## src/hw/rtl/ssbr_pkg.sv

```systemverilog
// Shared constants, payload types and controller/datapath command types
// for the subset-sum reachability core. No dependencies.
`timescale 1ns / 1ps
`default_nettype none

package ssbr_pkg;

    localparam int SUM_CAPACITY = 4096;
    localparam int SUM_W        = 12;
    localparam int WORD_W       = 64;
    localparam int OFF_W        = 6;
    localparam int IDX_W        = 6;
    localparam int STORE_WORDS  = SUM_CAPACITY / WORD_W;
    localparam int PADDR_W      = 3;
    localparam int PDATA_W      = 32;
    localparam int REG_IDX_W    = PADDR_W - 2;

    localparam logic [SUM_W-1:0] SUM_LIMIT = SUM_W'(SUM_CAPACITY - 1);

    localparam logic [1:0] OP_ADD  = 2'd0;
    localparam logic [1:0] OP_TEST = 2'd1;
    localparam logic [1:0] OP_DUMP = 2'd2;

    localparam logic [REG_IDX_W-1:0] REG_MAX_SUM = REG_IDX_W'(0);

    typedef struct packed {
        logic [1:0]       op;
        logic [SUM_W-1:0] amount;
    } t_in_item;

    typedef struct packed {
        logic              hit;
        logic [IDX_W-1:0]  word_index;
        logic [WORD_W-1:0] word_data;
        logic              last;
    } t_out_item;

    typedef enum logic [1:0] {
        RES_ADD,
        RES_TEST,
        RES_DUMP
    } t_res_kind;

    typedef struct packed {
        logic      accept;
        logic      b_prime;
        logic      add_step;
        logic      inc_idx;
        logic      out_load;
        t_res_kind out_kind;
    } t_dp_cmd;

    typedef struct packed {
        logic out_free;
        logic idx_zero;
        logic idx_top;
        logic over;
    } t_dp_stat;

endpackage

`default_nettype wire

```

## src/hw/rtl/ssbr_ctrl.sv

```systemverilog
// Request sequencer for the subset-sum reachability core.
// Drives datapath commands from its status; depends on ssbr_pkg.
`timescale 1ns / 1ps
`default_nettype none

module ssbr_ctrl (
    input  wire logic              i_clk,
    input  wire logic              i_rst_n,
    input  wire logic              i_in_valid,
    input  wire logic [1:0]        i_in_op,
    input  ssbr_pkg::t_dp_stat     i_stat,
    output logic                   o_in_ready,
    output ssbr_pkg::t_dp_cmd      o_cmd
);
    import ssbr_pkg::*;

    typedef enum logic [3:0] {
        S_IDLE,
        S_ADD_PRIME,
        S_ADD_RUN,
        S_ADD_LAST,
        S_ADD_OUT,
        S_TEST_RD,
        S_TEST_OUT,
        S_DUMP_RD,
        S_DUMP_OUT
    } t_state;

    t_state r_state;
    t_state n_state;

    always_ff @(posedge i_clk) begin
        if (!i_rst_n) begin
            r_state <= S_IDLE;
        end else begin
            r_state <= n_state;
        end
    end

    assign o_in_ready = (r_state == S_IDLE);

    always_comb begin
        n_state        = r_state;
        o_cmd          = '0;
        o_cmd.out_kind = RES_ADD;
        case (r_state)
            S_IDLE: begin
                if (i_in_valid) begin
                    o_cmd.accept = 1'b1;
                    if (i_in_op == OP_ADD) begin
                        n_state = S_ADD_PRIME;
                    end else if (i_in_op == OP_TEST) begin
                        n_state = S_TEST_RD;
                    end else if (i_in_op == OP_DUMP) begin
                        n_state = S_DUMP_RD;
                    end else begin
                        n_state = S_IDLE;
                    end
                end
            end
            S_ADD_PRIME: begin
                o_cmd.b_prime = 1'b1;
                n_state       = S_ADD_RUN;
            end
            S_ADD_RUN: begin
                o_cmd.add_step = 1'b1;
                if (i_stat.idx_zero) begin
                    n_state = S_ADD_LAST;
                end
            end
            S_ADD_LAST: begin
                n_state = S_ADD_OUT;
            end
            S_ADD_OUT: begin
                if (i_stat.out_free) begin
                    o_cmd.out_load = 1'b1;
                    o_cmd.out_kind = RES_ADD;
                    n_state        = S_IDLE;
                end
            end
            S_TEST_RD: begin
                n_state = S_TEST_OUT;
            end
            S_TEST_OUT: begin
                if (i_stat.out_free) begin
                    o_cmd.out_load = 1'b1;
                    o_cmd.out_kind = RES_TEST;
                    n_state        = S_IDLE;
                end
            end
            S_DUMP_RD: begin
                n_state = S_DUMP_OUT;
            end
            S_DUMP_OUT: begin
                if (i_stat.out_free) begin
                    o_cmd.out_load = 1'b1;
                    o_cmd.out_kind = RES_DUMP;
                    if (i_stat.over || i_stat.idx_top) begin
                        n_state = S_IDLE;
                    end else begin
                        o_cmd.inc_idx = 1'b1;
                        n_state       = S_DUMP_RD;
                    end
                end
            end
            default: begin
                n_state = S_IDLE;
            end
        endcase
    end

endmodule

`default_nettype wire

```

## config.mk

```make
export PLATFORM = sky130hd
export DESIGN_NAME = ssbr_ctrl
export DESIGN_NICKNAME = d
export VERILOG_FILES = /design/src/hw/rtl/ssbr_pkg.sv /design/src/hw/rtl/ssbr_ctrl.sv
export SDC_FILE = /design/constraint.sdc
export NUM_CORES = 1
export LEC_CHECK = 0
export BUFFER_PORTS_ARGS = -buffer_cell sky130_fd_sc_hd__buf_2
export CAP_MARGIN = 20
export CORE_AREA = 2 2 39 41
export CTS_BUF_LIST = sky130_fd_sc_hd__clkbuf_8
export CTS_CLUSTER_DIAMETER = 120
export CTS_CLUSTER_SIZE = 14
export DETAILED_ROUTE_END_ITERATION = 7
export DIE_AREA = 0 0 41 43
export PLACE_DENSITY_LB_ADDON = 0.3
export SLEW_MARGIN = 25
export SYNTH_ARGS = -nofsm -noshare
export SYNTH_HDL_FRONTEND = slang
export SYNTH_SLANG_ARGS = --single-unit
```

## constraint.sdc

```tcl
create_clock -name i_clk -period 2.1 [get_ports i_clk]
set_clock_uncertainty 0.1 [all_clocks]
set_input_delay 0.21 -clock i_clk [delete_from_list [all_inputs] [get_ports i_clk]]
set_output_delay 0.21 -clock i_clk [all_outputs]
set_load 0.05 [all_outputs]
```

======== Yosys cells after proc, flatten, opt, wreduce, memory -nomap -nowiden ========
Index checks and enable logic that the tools add are counted.
operators by class
  reduce and logical (&&, ||, !) cells .... 5
  mux-type cells .......................... 19
  equality and inequality tests ........... 14
operators with widths
  operator                                                number
  one-hot mux 4 bit (8 select lines)                      1
  2-to-1 mux 4 bit                                        7
  equality test 4 x 3 -> 1 bit (second input constant)    4
  2-to-1 mux 3 bit                                        4
  one-hot mux 3 bit (3 select lines)                      1
  equality test 4 x 2 -> 1 bit (second input constant)    2
  2-to-1 mux 1 bit                                        6
  inequality test 2 bit (second input constant)           3
  equality test 4 x 1 -> 1 bit (second input constant)    1
  equality test 4 bit (second input constant)             1
  zero test 4 bit                                         1
  AND reduction 4 bit                                     1
  equality test 2 x 1 -> 1 bit (second input constant)    1
  equality test 2 bit (second input constant)             1
  zero test 2 bit                                         1
  inequality test 2 x 1 -> 1 bit (second input constant)  1
  OR reduction 2 bit                                      1
  logical OR 1 bit                                        1
storage, ports and cells
  output and inout bits ................... 8
  input bits .............................. 9
  logic and storage cells ................. 39
  register bits after elaboration ......... 4

======== Depth between registers and ports, before layout ========
  word-level depth ........................ 6
  mapped depth ............................ 6
  mapped depth without buffers ............ 6

======== Worst setup path after synthesis ========
No wires, ideal clock.
  kind .................................... register to output
  start point ............................. reg r_state[3]
  end point ............................... out o_cmd[6] (netlist bit)
  setup slack ............................. -181 ps
  path buffers ............................ 1
  stages on the path, launching flop included .. 4
  arrival time ............................ 1,971 ps
  data required time ...................... 1,790 ps
  path through ............................ dfxtp_1 buf_6 nor4_2 and2_2
RTL lines
  element                 line             RTL
  start, declared         ssbr_ctrl.sv:29  t_state r_state;
  start signal, assigned  ssbr_ctrl.sv:36  r_state <= n_state;
  end, declared           ssbr_ctrl.sv:13  output ssbr_pkg::t_dp_cmd o_cmd

==> run_results.csv <==
group,metric,value,unit
routing,firstDrtPassIters,4,
floorplanning,row_count,14,
finish,commonest_cells_after_routing_fill_and_taps_aside,"sky130_fd_sc_hd__buf_2, sky130_fd_sc_hd__nand2b_1, sky130_fd_sc_hd__inv_1, sky130_fd_sc_hd__dfxtp_1",
timing,setup_viol_count_final,0,
power_and_ir_drop,static-leakage-power,0.0002461,uW
routing,wire_per_inst,11.06,um
critical_path,arrival,1.53,ns
routing,drt_iter0_markers,3,
finish,finalInstanceArea,545.5,um2
clocking,cts.hold.buffers_added,0,
routing,drc_markers,0,
timing,final_hold_viol_count,0,
power_and_ir_drop,vdd.ir_drop.worst,1.005,mV
finish,largest_register_ffs,4,
timing,timing.final.crit_share,87.56,%
synthesis,post_synth_inst_count,51,
routing,totalWireLength,907,um
floorplanning,floorplan.initialDensity,31.37,%
timing,hold_ws,0.1752,ns
routing,route.antenna.remaining_nets,0,
timing,timing.max_slew.rel_slack,63.27,%
timing,period_needed,1.839,ns
clocking,clk_pin_slew,0.03,ns
synthesis,ys.warnings.count,0,
synthesis,netlist_area,434.2,um2
finish,synthToLayoutAreaGrowth,25.65,%
critical_path,path_class,"flop to primary output",
global_routing,grt_start_max_net_pins,14,
job,timing.max_cap.violations,0,
clocking,clock_buffers_created_by_tritoncts,3,
timing,post-route-worst-setup-slack,0.2613,ns
placement,count_of_buffers_from_port_buffering,16,
clocking,cts_root_buffer,"sky130_fd_sc_hd__clkbuf_8",
finish,final_layout_size_suffix_gt1_share,37.88,%
synthesis,yosys.cell_types.count,30,
placement,hpwlAfterDp,683.4,um
floorplanning,die_area,0.001763,mm2
min_path,min-delay-path-class,"input port to flop",
finish,layout_commonest_cell,"sky130_fd_sc_hd__buf_2",
clocking,cts_max_level,1,
global_routing,grt_use_total,14.06,%
timing,finalMaxSlewViolations,0,
clocking,cts_sinks,4,
clocking,postCtsSetupBuffers,0,
finish,largestRegisters,"r_state: 4 flops",
clocking,cts_max_path_buffers,2,
floorplanning,ioPinCount,17,
placement,gp_congestion,0.7662,
global_routing,grt_pass1_wl,1.669,mm
timing,tightestPinTransition,0.5502,ns
clocking,count_of_cells_resized_by_post_cts_repair,0,
placement,dpl_cell_area,504.2,um2
finish,num_antenna_cells,0,
finish,register_with_the_most_flip_flops,"r_state",
clocking,worstSkewPairLatency,0.22,ns
synthesis,synth_enable_flop_cells,0,
timing,sum_of_negative_setup_slack,0,ns
synthesis,postSynth.asyncResetShare,0,%
synthesis,postSynthNetCount,62,
placement,place_ws,0.4765,ns
critical_path,worstSetupStartpointType,"flop",
floorplanning,chipWidth,41,um
timing,rsz0062_at_grt,"false",
critical_path,path_max_fanout,10,
global_routing,grt_antenna_before_repair,0,
floorplanning,floorplan.die.height,43,um
status,status,"finished clean",
routing,routed-via-count,406,
finish,final-instance-count-excl-fill,82,
clocking,clock_tree_from_tritoncts,"yes",
global_routing,overflow,0,
placement,place_inst,79,
routing,post_drt_via_cell_ratio,4.951,
critical_path,worst-endpoint-required,1.79,ns
floorplanning,core-area,0.001384,mm2
finish,fin_nets,79,
synthesis,dominantRegCellSynth,"sky130_fd_sc_hd__dfxtp_1",
timing,achievable-frequency,0.5439,GHz
global_routing,first_global_vias,373,
synthesis,synthesis.area_per_instance,8.513,um2
critical_path,crit_path_end_kind,"primary output",
synthesis,ys_seq_area_share,18.44,%
synthesis,ffs_latches_synth,4,
power_and_ir_drop,power-per-cell-area,1711,mW/mm2
## power breakdown
group	total (uW)	switching, uW	internal [uW]
clock	166	43.2	122
sequential	224	118	106
combinational	544	348	196
total	934	509	424
## area by class of cell
cell class / instances / area (um2)
clock buffer: 3 / 41.29
fill: 141 / 838.3
inverter: 4 / 15.01
multi-input combinational: 39 / 309.0
sequential: 4 / 80.08
tap: 16 / 20.02
timing repair buffer: 16 / 80.08
## stage by stage
step	power [uW]	util (%)
after CTS	943.8	39.42
after global routing	1007	39.42
final	933.6	39.42
after global placement	768.7	36.44
after detailed placement	768.4	36.44
after floorplan	702.7	-
## synth_stat cells (all sizes together), types with 2 or more instances
library cell	number	share of area, %
o21ai	2	3.2
and2	2	3.2
ha	2	5.8
nand2b	6	8.6
nand2	3	2.6
mux2i	2	4.6
dfxtp	4	18
inv	4	3.5
buf	4	8.9
nor2	3	2.6
nor3	3	3.5
## final timing paths
check,from,to,slack (ns),cells past startpoint
min,i_rst_n,r_state[3],0.18,3
max,r_state[3],o_cmd[3],0.26,3
max reg2reg,r_state[1],r_state[1],0.57,4
min reg2reg,r_state[0],r_state[3],0.60,2
## layer usage
metal	vias up	track usage (%)	share of wire (%)
li1	211	-	-
met1	185	19.61	45
met2	10	18.13	50
met3	0	7.853	4.5
met4	0	4.000	0
met5	-	0	0
## critical path: stages, from the launching register on
cell	delay, ns
sky130_fd_sc_hd__dfxtp_1	0.53
sky130_fd_sc_hd__nor4b_4	0.33
sky130_fd_sc_hd__and3_1	0.19
sky130_fd_sc_hd__buf_2	0.25
## cells by family (layout without fill, tap and decap cells)
group | after synthesis | after routing | synth area share (%)
simple gates | 23 | 23 | 35.16
xor+xnor | 1 | 1 | 2.018
fa+ha+maj | 2 | 2 | 5.763
compound gates | 10 | 10 | 19.02
buf+inv | 8 | 23 | 12.39
flops | 4 | 4 | 18.44
mux | 3 | 3 | 7.205
No activity file was read; power rests on OpenSTA's default activity.
